--- src/rtl/dvru_pkg.sv ---
// dvru_pkg: shared constants for the distance-vector route engine
// holds the default node count, request mode codes, status codes and the unreachable cost; no dependencies
package dvru_pkg;

  localparam int NODES_DEF = 8;

  localparam logic [15:0] UNREACH = 16'hFFFF;

  localparam logic [1:0] MODE_SET = 2'd0;
  localparam logic [1:0] MODE_DIS = 2'd1;
  localparam logic [1:0] MODE_VEC = 2'd2;

  localparam logic [1:0] ST_OK   = 2'd0;
  localparam logic [1:0] ST_SELF = 2'd1;
  localparam logic [1:0] ST_DROP = 2'd2;

endpackage

--- src/rtl/distance_vector_route_update.sv ---
// distance_vector_route_update: distance-vector route table with min-plus relaxation
// depends on dvru_pkg for mode codes, status codes and the unreachable cost
//
// A set-link request (mode 0) or a disable-self request is answered with one
// registered result; it is taken only when the output register is free.
// A vector entry request (mode 2) without the last flag is taken and gives
// no result. Any other disable request and the last entry of a vector start
// a route recompute that ends in NODES results, one per table slot, in slot
// order, final_res set on the last one. The recompute runs on one shared
// adder and a row of compares under a small sequencer: it seeds the routes
// from the direct costs, then for each active vector, own or stored, it looks
// up the cost to the sender and relaxes the vector entries one after another.
// A stored vector is first copied from the staging registers into the vector
// memory. The vector memory's single read port sets the pace of the
// relaxation. No new request is taken while a recompute or its results are
// pending.
module distance_vector_route_update #(
  parameter int NODES = dvru_pkg::NODES_DEF
) (
  input  logic        clk,
  input  logic        rst_n,
  // configuration: own node id
  input  logic        cfg_valid,
  output logic        cfg_ready,
  input  logic [7:0]  cfg_own_id,
  // request channel
  input  logic        in_valid,
  output logic        in_ready,
  input  logic [1:0]  in_mode,
  input  logic [2:0]  in_slot,
  input  logic [7:0]  in_node_id,
  input  logic [15:0] in_cost,
  input  logic        in_neighbor,
  input  logic        in_last,
  // result channel
  output logic        out_valid,
  input  logic        out_ready,
  output logic [1:0]  out_status,
  output logic [7:0]  out_dest_id,
  output logic [15:0] out_route_cost,
  output logic [7:0]  out_next_hop,
  output logic        out_final_res
);

  localparam int STORE = NODES - 1;
  localparam int J_W   = $clog2(NODES);
  localparam int K_W   = (STORE > 1) ? $clog2(STORE) : 1;
  localparam int C_W   = $clog2(NODES + 1);
  localparam int M_W   = K_W + J_W;
  localparam int MEM_DEPTH = 1 << M_W;

  // sequencer states
  localparam logic [2:0] S_IDLE   = 3'd0;
  localparam logic [2:0] S_COMMIT = 3'd1;
  localparam logic [2:0] S_COPY   = 3'd2;
  localparam logic [2:0] S_INIT   = 3'd3;
  localparam logic [2:0] S_VIA    = 3'd4;
  localparam logic [2:0] S_REL    = 3'd5;
  localparam logic [2:0] S_EMIT   = 3'd6;

  // node table, route table and staging registers
  logic [NODES-1:0][7:0]  ids_r, ids_nxt;
  logic [NODES-1:0][15:0] dcost_r, dcost_nxt;
  logic [NODES-1:0]       nbr_r, nbr_nxt;
  logic [NODES-1:0]       dis_r, dis_nxt;
  logic [NODES-1:0][15:0] rcost_r, rcost_nxt;
  logic [NODES-1:0][7:0]  nhop_r, nhop_nxt;
  logic [STORE-1:0]       svalid_r, svalid_nxt;
  logic [STORE-1:0][7:0]  ssender_r, ssender_nxt;
  logic [NODES-1:0][7:0]  stg_id_r, stg_id_nxt;
  logic [NODES-1:0][15:0] stg_cost_r, stg_cost_nxt;
  logic [C_W-1:0]         stg_cnt_r, stg_cnt_nxt;
  logic [7:0]             stg_snd_r, stg_snd_nxt;

  logic [7:0]     own_id_r, own_id_nxt;
  logic [2:0]     state_r, state_nxt;
  logic [J_W-1:0] cnt_r, cnt_nxt;     // entry, copy and emit counter
  logic [J_W-1:0] vsel_r, vsel_nxt;   // 0: own vector, k+1: stored vector k
  logic [K_W-1:0] dst_r, dst_nxt;
  logic [1:0]     st_r, st_nxt;
  logic [15:0]    via_r, via_nxt;
  logic [7:0]     snd_r, snd_nxt;

  // output register
  logic        ov_r, ov_nxt;
  logic [1:0]  o_st_r, o_st_nxt;
  logic [7:0]  o_dest_r, o_dest_nxt;
  logic [15:0] o_cost_r, o_cost_nxt;
  logic [7:0]  o_nh_r, o_nh_nxt;
  logic        o_fin_r, o_fin_nxt;

  // stored vector memory, addressed {store slot, entry}
  logic [7:0]     mem_id [MEM_DEPTH];
  logic [15:0]    mem_cost [MEM_DEPTH];
  logic [7:0]     mem_id_q_r;
  logic [15:0]    mem_cost_q_r;
  logic           mem_we;
  logic [M_W-1:0] mem_waddr, mem_raddr;

  function automatic logic node_dis(input logic [7:0] id,
                                    input logic [NODES-1:0][7:0] ids,
                                    input logic [NODES-1:0] dis);
    logic r;
    r = 1'b0;
    for (int i = 0; i < NODES; i++) begin
      if (ids[i] == id && dis[i]) r = 1'b1;
    end
    return r;
  endfunction

  logic           out_free;
  logic [K_W-1:0] vk;
  logic           dis_snd, dis_own, dis_vec;
  logic           hit, free;
  logic [K_W-1:0] hit_idx, free_idx;
  logic [7:0]     vec_snd;
  logic           vec_act;
  logic [15:0]    via_c;
  logic [7:0]     e_id;
  logic [15:0]    e_cost;
  logic [16:0]    sum;
  logic [J_W-1:0] slot_idx;
  logic [J_W-1:0] stg_idx;

  assign out_free  = !ov_r || out_ready;
  assign cfg_ready = 1'b1;
  assign in_ready  = (state_r == S_IDLE) && out_free;

  assign vk       = K_W'(vsel_r - J_W'(1));
  assign dis_snd  = node_dis(stg_snd_r, ids_r, dis_r);
  assign dis_own  = node_dis(own_id_r, ids_r, dis_r);
  assign vec_snd  = (vsel_r == '0) ? own_id_r : ssender_r[vk];
  assign dis_vec  = node_dis(vec_snd, ids_r, dis_r);
  assign vec_act  = (vsel_r == '0) ? !dis_own : (svalid_r[vk] && !dis_vec);
  assign slot_idx = J_W'(in_slot);
  assign stg_idx  = J_W'(stg_cnt_r);

  // cost to the sender: route row of the last slot holding its id
  always_comb begin
    via_c = dvru_pkg::UNREACH;
    for (int i = 0; i < NODES; i++) begin
      if (ids_r[i] == vec_snd) via_c = rcost_r[i];
    end
  end

  // store slot search: same sender first, else first free slot
  always_comb begin
    hit = 1'b0;
    free = 1'b0;
    hit_idx = '0;
    free_idx = '0;
    for (int k = STORE - 1; k >= 0; k--) begin
      if (svalid_r[k] && ssender_r[k] == stg_snd_r) begin
        hit = 1'b1;
        hit_idx = K_W'(k);
      end
      if (!svalid_r[k]) begin
        free = 1'b1;
        free_idx = K_W'(k);
      end
    end
  end

  // entry under relaxation: own direct vector or stored vector from memory
  assign e_id   = (vsel_r == '0) ? ids_r[cnt_r] : mem_id_q_r;
  assign e_cost = (vsel_r == '0) ? dcost_r[cnt_r] : mem_cost_q_r;
  assign sum    = {1'b0, e_cost} + {1'b0, via_r};

  assign mem_we    = (state_r == S_COPY);
  assign mem_waddr = {dst_r, cnt_r};
  assign mem_raddr = (state_r == S_VIA) ? {vk, J_W'(0)} : {vk, J_W'(cnt_r + J_W'(1))};

  always_comb begin
    ids_nxt = ids_r;
    dcost_nxt = dcost_r;
    nbr_nxt = nbr_r;
    dis_nxt = dis_r;
    rcost_nxt = rcost_r;
    nhop_nxt = nhop_r;
    svalid_nxt = svalid_r;
    ssender_nxt = ssender_r;
    stg_id_nxt = stg_id_r;
    stg_cost_nxt = stg_cost_r;
    stg_cnt_nxt = stg_cnt_r;
    stg_snd_nxt = stg_snd_r;
    own_id_nxt = own_id_r;
    state_nxt = state_r;
    cnt_nxt = cnt_r;
    vsel_nxt = vsel_r;
    dst_nxt = dst_r;
    st_nxt = st_r;
    via_nxt = via_r;
    snd_nxt = snd_r;
    ov_nxt = ov_r && !out_ready;
    o_st_nxt = o_st_r;
    o_dest_nxt = o_dest_r;
    o_cost_nxt = o_cost_r;
    o_nh_nxt = o_nh_r;
    o_fin_nxt = o_fin_r;

    if (cfg_valid && cfg_ready) own_id_nxt = cfg_own_id;

    case (state_r)
      S_IDLE: begin
        if (in_valid && in_ready) begin
          case (in_mode)
            dvru_pkg::MODE_SET: begin
              // own node is always at cost zero; ack even for slots off the table
              if (int'(in_slot) < NODES) begin
                ids_nxt[slot_idx] = in_node_id;
                dcost_nxt[slot_idx] = (in_node_id == own_id_r) ? 16'd0 : in_cost;
                nbr_nxt[slot_idx] = in_neighbor;
              end
              ov_nxt = 1'b1;
              o_st_nxt = dvru_pkg::ST_OK;
              o_dest_nxt = in_node_id;
              o_cost_nxt = (in_node_id == own_id_r) ? 16'd0 : in_cost;
              o_nh_nxt = own_id_r;
              o_fin_nxt = 1'b1;
            end
            dvru_pkg::MODE_DIS: begin
              if (in_node_id == own_id_r) begin
                ov_nxt = 1'b1;
                o_st_nxt = dvru_pkg::ST_SELF;
                o_dest_nxt = 8'd0;
                o_cost_nxt = 16'd0;
                o_nh_nxt = 8'd0;
                o_fin_nxt = 1'b1;
              end else begin
                // only neighbor links get disabled
                for (int i = 0; i < NODES; i++) begin
                  if (ids_r[i] == in_node_id && nbr_r[i]) dis_nxt[i] = 1'b1;
                end
                st_nxt = dvru_pkg::ST_OK;
                state_nxt = S_INIT;
              end
            end
            dvru_pkg::MODE_VEC: begin
              if (int'(stg_cnt_r) < NODES) begin
                stg_id_nxt[stg_idx] = in_node_id;
                stg_cost_nxt[stg_idx] = in_cost;
                if (in_cost == 16'd0) stg_snd_nxt = in_node_id;
                stg_cnt_nxt = stg_cnt_r + C_W'(1);
              end
              if (in_last) state_nxt = S_COMMIT;
            end
            default: begin
            end
          endcase
        end
      end
      S_COMMIT: begin
        if (stg_snd_r == own_id_r || dis_snd || (!hit && !free)) begin
          st_nxt = dvru_pkg::ST_DROP;
          for (int i = 0; i < NODES; i++) begin
            stg_id_nxt[i] = 8'd0;
            stg_cost_nxt[i] = dvru_pkg::UNREACH;
          end
          stg_cnt_nxt = '0;
          stg_snd_nxt = 8'd0;
          state_nxt = S_INIT;
        end else begin
          st_nxt = dvru_pkg::ST_OK;
          dst_nxt = hit ? hit_idx : free_idx;
          svalid_nxt[hit ? hit_idx : free_idx] = 1'b1;
          ssender_nxt[hit ? hit_idx : free_idx] = stg_snd_r;
          cnt_nxt = '0;
          state_nxt = S_COPY;
        end
      end
      S_COPY: begin
        // one staged entry into the vector memory per cycle
        cnt_nxt = cnt_r + J_W'(1);
        if (cnt_r == J_W'(NODES - 1)) begin
          for (int i = 0; i < NODES; i++) begin
            stg_id_nxt[i] = 8'd0;
            stg_cost_nxt[i] = dvru_pkg::UNREACH;
          end
          stg_cnt_nxt = '0;
          stg_snd_nxt = 8'd0;
          state_nxt = S_INIT;
        end
      end
      S_INIT: begin
        // seed routes with the direct links
        for (int i = 0; i < NODES; i++) begin
          rcost_nxt[i] = dcost_r[i];
          nhop_nxt[i] = own_id_r;
        end
        vsel_nxt = '0;
        state_nxt = S_VIA;
      end
      S_VIA: begin
        if (vec_act) begin
          via_nxt = via_c;
          snd_nxt = vec_snd;
          cnt_nxt = '0;
          state_nxt = S_REL;
        end else if (vsel_r == J_W'(NODES - 1)) begin
          cnt_nxt = '0;
          state_nxt = S_EMIT;
        end else begin
          vsel_nxt = vsel_r + J_W'(1);
        end
      end
      S_REL: begin
        // one vector entry against every route row
        for (int i = 0; i < NODES; i++) begin
          if (ids_r[i] == e_id && sum < {1'b0, rcost_r[i]}) begin
            rcost_nxt[i] = sum[15:0];
            nhop_nxt[i] = snd_r;
          end
        end
        cnt_nxt = cnt_r + J_W'(1);
        if (cnt_r == J_W'(NODES - 1)) begin
          if (vsel_r == J_W'(NODES - 1)) begin
            cnt_nxt = '0;
            state_nxt = S_EMIT;
          end else begin
            vsel_nxt = vsel_r + J_W'(1);
            state_nxt = S_VIA;
          end
        end
      end
      S_EMIT: begin
        if (out_free) begin
          ov_nxt = 1'b1;
          o_st_nxt = st_r;
          o_dest_nxt = ids_r[cnt_r];
          o_cost_nxt = rcost_r[cnt_r];
          o_nh_nxt = nhop_r[cnt_r];
          o_fin_nxt = (cnt_r == J_W'(NODES - 1));
          cnt_nxt = cnt_r + J_W'(1);
          if (cnt_r == J_W'(NODES - 1)) state_nxt = S_IDLE;
        end
      end
      default: begin
        state_nxt = S_IDLE;
      end
    endcase
  end

  always_ff @(posedge clk) begin
    if (!rst_n) begin
      for (int i = 0; i < NODES; i++) begin
        ids_r[i] <= 8'd0;
        dcost_r[i] <= dvru_pkg::UNREACH;
        rcost_r[i] <= dvru_pkg::UNREACH;
        nhop_r[i] <= 8'd0;
        stg_id_r[i] <= 8'd0;
        stg_cost_r[i] <= dvru_pkg::UNREACH;
      end
      nbr_r <= '0;
      dis_r <= '0;
      svalid_r <= '0;
      stg_cnt_r <= '0;
      stg_snd_r <= 8'd0;
      own_id_r <= 8'd0;
      state_r <= S_IDLE;
      cnt_r <= '0;
      vsel_r <= '0;
      st_r <= dvru_pkg::ST_OK;
      ov_r <= 1'b0;
    end else begin
      ids_r <= ids_nxt;
      dcost_r <= dcost_nxt;
      rcost_r <= rcost_nxt;
      nhop_r <= nhop_nxt;
      stg_id_r <= stg_id_nxt;
      stg_cost_r <= stg_cost_nxt;
      nbr_r <= nbr_nxt;
      dis_r <= dis_nxt;
      svalid_r <= svalid_nxt;
      stg_cnt_r <= stg_cnt_nxt;
      stg_snd_r <= stg_snd_nxt;
      own_id_r <= own_id_nxt;
      state_r <= state_nxt;
      cnt_r <= cnt_nxt;
      vsel_r <= vsel_nxt;
      st_r <= st_nxt;
      ov_r <= ov_nxt;
    end
  end

  // payload registers, no reset
  always_ff @(posedge clk) begin
    ssender_r <= ssender_nxt;
    dst_r <= dst_nxt;
    via_r <= via_nxt;
    snd_r <= snd_nxt;
    o_st_r <= o_st_nxt;
    o_dest_r <= o_dest_nxt;
    o_cost_r <= o_cost_nxt;
    o_nh_r <= o_nh_nxt;
    o_fin_r <= o_fin_nxt;
  end

  // vector memory: one write port, one registered read port
  always_ff @(posedge clk) begin
    if (mem_we) begin
      mem_id[mem_waddr] <= stg_id_r[cnt_r];
      mem_cost[mem_waddr] <= stg_cost_r[cnt_r];
    end
    mem_id_q_r <= mem_id[mem_raddr];
    mem_cost_q_r <= mem_cost[mem_raddr];
  end

  assign out_valid      = ov_r;
  assign out_status     = o_st_r;
  assign out_dest_id    = o_dest_r;
  assign out_route_cost = o_cost_r;
  assign out_next_hop   = o_nh_r;
  assign out_final_res  = o_fin_r;

endmodule

--- config.mk ---
export PLATFORM = sky130hd
export DESIGN_NAME = distance_vector_route_update
export DESIGN_NICKNAME = d
export VERILOG_FILES = /design/src/rtl/dvru_pkg.sv /design/src/rtl/distance_vector_route_update.sv
export SDC_FILE = /design/constraint.sdc
export NUM_CORES = 2
export LEC_CHECK = 0
export ABC_AREA = 1
export BUFFER_PORTS_ARGS = -buffer_cell sky130_fd_sc_hd__buf_2
export CAP_MARGIN = 15
export CELL_PAD_IN_SITES_DETAIL_PLACEMENT = 0
export CELL_PAD_IN_SITES_GLOBAL_PLACEMENT = 2
export CORE_UTILIZATION = 43
export CTS_BUF_LIST = sky130_fd_sc_hd__clkbuf_8
export DETAILED_ROUTE_END_ITERATION = 7
export PLACE_DENSITY = 0.83
export SYNTH_ARGS = -nofsm -noshare
export SYNTH_HDL_FRONTEND = slang
export SYNTH_SLANG_ARGS = --single-unit
export TNS_END_PERCENT = 5
--- constraint.sdc ---
create_clock -name clk -period 7 [get_ports clk]
set_clock_uncertainty 0.15 [all_clocks]
set_input_delay 2.1 -clock clk [delete_from_list [all_inputs] [get_ports clk]]
set_output_delay 2.1 -clock clk [all_outputs]
set_load 0.02 [all_outputs]
==> summary by stage <==
CTS
The clock tree root driver cell is sky130_fd_sc_hd__clkbuf_8. The number of hold-repair buffers added at the cts stage is 0. Buffers inserted during clock tree synthesis total 407. The deepest level of the CTS H-tree is 5. The clock edge transition at the registers on the reported setup and hold paths is 0.06 ns. After clock tree synthesis, the setup repair step added 0 buffers.

The TritonCTS clock tree is yes. The number of gates resized after CTS was 0. The clock sink count is 2308. For the worst-skew pair, the clock arrives at the later sink with an insertion delay of 1.17 ns. The longest clock path from root to sink contains 4 buffers.

Worst setup path
The required time at the worst-slack endpoint is 7.87 ns. STA classifies the critical path endpoint as a register. The endpoint arrival time on the critical path is 7.49 ns. Along the worst path, the maximum fanout reaches 33.

By startpoint and endpoint, the worst setup path is classified as reg -> reg. The kind of start point of the critical path is a register.

STA
For the pin with the worst max-slew slack, the measured transition is 1.293 ns. The number of pins exceeding their max-slew limit in the final report is 0. The final count of hold timing violations came to 0. The worst path needs 6.620 ns of the cycle, external delays included.

Derived from the worst setup path, the maximum achievable clock frequency is 151.1 MHz. The total negative slack for setup checks is 0 ns. The final setup violation count is 0. The post-route worst setup slack is 0.3798 ns. Setup repair after global routing left no endpoint under its margin. The final cycle utilization of the critical path is 94.57%. The worst slew margin relative to its limit is 11.60%.

Global route
The initial antenna violation count is 14. The global-route wire length before repair is 567.4 mm. Entering global routing, the biggest net connects 154 pins.

Global routing finished with a remaining overflow of 0. The via count of the first global-routing pass came to 79352. Global routing consumed, over all layers together, 31.65% of the routing resources.

Synth
The number of storage elements in the synthesis netlist is 2308. Of the synthesized area, sequential elements account for 60.06%. The synthesized area per cell is 9.750 sq um. The area share of the largest cell type after synthesis is 47.53%.

The number of nets handed over by synthesis was 10906. By area the synthesized netlist is led by sky130_fd_sc_hd__edfxtp_1 48%, sky130_fd_sc_hd__dfxtp_1 13%, sky130_fd_sc_hd__nand2_1 10%. In the synthesized netlist the async set-or-reset flop fraction comes to 0%.

Counting every instance in the synthesized netlist gives 10718. During synthesis, Yosys emitted a total of 0 warnings. The largest total area in the synthesized netlist belongs to sky130_fd_sc_hd__edfxtp_1. The cell area after technology mapping is 104500 sq um. The netlist uses 71 different library cells. The flip-flop cell with the highest count after synthesis is sky130_fd_sc_hd__edfxtp_1. Yosys mapped a number of flops with a built-in enable equal to 1654.

Detailed routing
The first routing iteration left 10094 violations. After detailed routing, the number of vias per cell comes to 5.981. The average wire per cell in the routed design is 27.86 microns. The count of nets left with antenna violations once routing finished came out at 0. Summing over every cut layer, the via total after detailed routing is 85235. The total iterations of the first detailed-routing run is 8. For this run, design rule violations remaining after detail routing come to 0. The wire length reported by the detailed router is 397.1 mm.

Status
The run finished with clean final reports.

Floorplan
The floorplan step set the die width to 495.0 microns. The row count is 180. Once the floorplan was initialized, standard cells occupied 43.37% of the core. The core area is 241000 sq um. The I/O pin total is 82. The overall die area is 245000 sq um.

In this run the vertical extent of the chip is 495.0 microns.

Placement
During placement, the flow inserted port buffers numbering 80. The final weighted congestion in routability-driven placement is 0.9460. The placed standard-cell area is 108400 sq um. The HPWL after detailed placement is 250.5 mm. Timing analysis after detailed placement gives a worst setup slack of 0.5744 ns.

Cells and area
In the final layout, the share of cells above drive strength 1 is 9.865%. The area growth from synthesis to layout is 10.73%. The post-layout net count is 10949. The layout has 22582 filler cells. After routing the design area is 115700 sq um.

Pwr
The power per unit of standard cell area is 374.3 nW/um^2. IR analysis of the VDD net gives a maximum drop of 0.0004567 V. The reported leakage power is 45.39 nW.

Flow run
The max-cap violation count is 0.

Min path
The worst hold path class is reg -> reg.
-- Yosys cell counts (10+ instances only) --
cell type and count:
sky130_fd_sc_hd__xor2_1 92, sky130_fd_sc_hd__o22ai_1 584, sky130_fd_sc_hd__nor3_1 164, sky130_fd_sc_hd__a311oi_1 61, sky130_fd_sc_hd__buf_6 19, sky130_fd_sc_hd__o21ai_2 11
sky130_fd_sc_hd__ha_1 143, sky130_fd_sc_hd__a21oi_1 814, sky130_fd_sc_hd__inv_1 616, sky130_fd_sc_hd__xnor2_1 46, sky130_fd_sc_hd__a22o_1 12, sky130_fd_sc_hd__buf_2 108
sky130_fd_sc_hd__edfxtp_1 1654, sky130_fd_sc_hd__o21ai_0 375, sky130_fd_sc_hd__buf_1 104, sky130_fd_sc_hd__o41ai_1 35, sky130_fd_sc_hd__nor2_2 12, sky130_fd_sc_hd__o311ai_0 38
sky130_fd_sc_hd__inv_2 31, sky130_fd_sc_hd__a31oi_1 15, sky130_fd_sc_hd__o2111ai_1 54, sky130_fd_sc_hd__dfxtp_1 654, sky130_fd_sc_hd__nand3_2 19, sky130_fd_sc_hd__nand4_1 97
sky130_fd_sc_hd__o211ai_1 167, sky130_fd_sc_hd__nand2_4 12, sky130_fd_sc_hd__clkinv_1 11, sky130_fd_sc_hd__a22oi_1 35, sky130_fd_sc_hd__a2111oi_0 17, sky130_fd_sc_hd__nor2_1 380
sky130_fd_sc_hd__a221oi_1 56, sky130_fd_sc_hd__clkbuf_1 460, sky130_fd_sc_hd__nand2_1 2789, sky130_fd_sc_hd__nand3_1 798, sky130_fd_sc_hd__nor4_1 58, sky130_fd_sc_hd__o21ai_1 12
sky130_fd_sc_hd__a41oi_1 10, sky130_fd_sc_hd__nand2_2 17, sky130_fd_sc_hd__buf_4 43
-- cells in the final DEF, fill, tap and decap left out, types with 17 or more instances in the layout --
master / Yosys / routed
sky130_fd_sc_hd__a221oi_1: 56 / 56
sky130_fd_sc_hd__nand3_1: 798 / 796
sky130_fd_sc_hd__clkbuf_8: 0 / 443
sky130_fd_sc_hd__nand2_2: 17 / 18
sky130_fd_sc_hd__nor3_1: 164 / 163
sky130_fd_sc_hd__clkinv_2: 0 / 22
sky130_fd_sc_hd__xor2_1: 92 / 92
sky130_fd_sc_hd__buf_4: 43 / 265
sky130_fd_sc_hd__edfxtp_1: 1654 / 1654
sky130_fd_sc_hd__nand3_2: 19 / 19
sky130_fd_sc_hd__inv_2: 31 / 35
sky130_fd_sc_hd__ha_1: 143 / 142
sky130_fd_sc_hd__a21oi_1: 814 / 814
sky130_fd_sc_hd__nor2_2: 12 / 75
sky130_fd_sc_hd__a2111oi_0: 17 / 17
sky130_fd_sc_hd__a311oi_1: 61 / 61
sky130_fd_sc_hd__xnor2_1: 46 / 46
sky130_fd_sc_hd__dfxtp_1: 654 / 652
sky130_fd_sc_hd__nor4_1: 58 / 57
sky130_fd_sc_hd__o211ai_1: 167 / 167
sky130_fd_sc_hd__a22oi_1: 35 / 35
sky130_fd_sc_hd__o21ai_0: 375 / 375
sky130_fd_sc_hd__o2111ai_1: 54 / 53
sky130_fd_sc_hd__o41ai_1: 35 / 35
sky130_fd_sc_hd__o311ai_0: 38 / 35
sky130_fd_sc_hd__nand4_1: 97 / 97
sky130_fd_sc_hd__nor2_1: 380 / 311
sky130_fd_sc_hd__buf_2: 108 / 81
sky130_fd_sc_hd__inv_1: 616 / 776
sky130_fd_sc_hd__clkinv_1: 11 / 62
sky130_fd_sc_hd__o22ai_1: 584 / 584
sky130_fd_sc_hd__buf_12: 0 / 20
sky130_fd_sc_hd__nand2_1: 2789 / 2788
-- where the power goes --
group | total [mW] | internal, mW | switching (mW)
Combinational | 15.0 | 3.60 | 11.4
Clock | 11.5 | 5.84 | 5.63
Sequential | 16.9 | 16.5 | 0.411
Total | 43.3 | 25.9 | 17.4
-- final cells by class --
cell class | count | area (sq um) | area share (%)
clock inverter | 264 | 1172 | 1.013
inverter | 660 | 2522 | 2.180
sequential | 2308 | 62770 | 54.24
clock buffer | 443 | 6097 | 5.269
tap | 3185 | 3985 | 3.444
multi-input combinational | 7016 | 36330 | 31.40
timing repair buffer | 368 | 2823 | 2.439
antenna | 8 | 20.02 | 0.01730
-- per-layer routing --
layer  part of all wire, %  track usage (%)  vias to the layer above  wire [microns]
met3                   8.5            5.380                      800           33750
met5                     0                0                        -               0
met1                    42            43.40                    41800          165900
li1                      -                -                    38246               -
met2                    45            48.77                     4389          177300
met4                   5.1            14.98                        0           20130
-- through the flow --
stage | hold WS, ns | total power [mW] | util [%] | std cells
2_1_floorplan | 0.2701 | 25.67 | - | 10718
3_3_place_gp | 0.2826 | 31.59 | 44.98 | 13533
3_5_place_dp | 0.2954 | 31.77 | 44.98 | 13533
4_1_cts | 0.3037 | 43.19 | 48.00 | 14240
5_1_grt | 0.3181 | 45.09 | 48.02 | 14249
6_report | 0.3008 | 43.31 | 48.02 | 14252
-- worst max-delay path, stage by stage, from the launching register on --
cell and delay [ns]:
sky130_fd_sc_hd__dfxtp_1 0.73, sky130_fd_sc_hd__inv_16 0.08, sky130_fd_sc_hd__nand3_2 0.23, sky130_fd_sc_hd__inv_2 0.28, sky130_fd_sc_hd__a221oi_1 0.32, sky130_fd_sc_hd__a41oi_1 0.18, sky130_fd_sc_hd__ha_1 0.38, sky130_fd_sc_hd__nand2_1 0.09
sky130_fd_sc_hd__nor3_1 0.30, sky130_fd_sc_hd__nand2_1 0.09, sky130_fd_sc_hd__nand2_1 0.12, sky130_fd_sc_hd__inv_1 0.05, sky130_fd_sc_hd__nor2_1 0.10, sky130_fd_sc_hd__nor2_1 0.06, sky130_fd_sc_hd__inv_1 0.05, sky130_fd_sc_hd__a21oi_1 0.08
sky130_fd_sc_hd__xnor2_1 0.84, sky130_fd_sc_hd__buf_4 0.30, sky130_fd_sc_hd__ha_1 0.25, sky130_fd_sc_hd__a21oi_1 0.14, sky130_fd_sc_hd__nor2_1 0.06, sky130_fd_sc_hd__a211oi_1 0.22, sky130_fd_sc_hd__o221ai_1 0.16, sky130_fd_sc_hd__nor2_1 0.21
sky130_fd_sc_hd__nand3_4 0.44, sky130_fd_sc_hd__nand2_4 0.42, sky130_fd_sc_hd__nand2_1 0.10, sky130_fd_sc_hd__nand3_1 0.09
-- path summary, 6_finish.rpt --
kind	startpoint	to	slack, ns	cells past startpoint
worst max-delay path	cnt_r[0]	rcost_r[93]	0.38	27
worst min-delay path	nbr_r[6]	nbr_r[6]	0.30	2
worst max register to register	cnt_r[0]	rcost_r[93]	0.38	27
worst min register to register	nbr_r[6]	nbr_r[6]	0.30	2
-- state kept, by name (all words and copies together), names as in the netlist, 16 cells and up --
name	cells
stg_cost_r	128
mem_cost_q_r	16
ids_r	64
mem_cost	1024
stg_id_r	64
via_r	16
out_route_cost	16
nhop_r	64
mem_id	512
dcost_r	128
rcost_r	128
ssender_r	56
-- kinds of logic after synthesis --
group	Yosys count	synth area share (%)
AND/OR/NAND/NOR	4389	17.89
AO/OA/AOI/OAI	2343	13.71
flip-flops	2308	60.06
buffers and inverters	1394	5.435
adder cells (fa/ha/maj)	144	1.731
XOR/XNOR	139	1.172
other	1	0.003588
No activity file was read; power rests on OpenSTA's default activity.
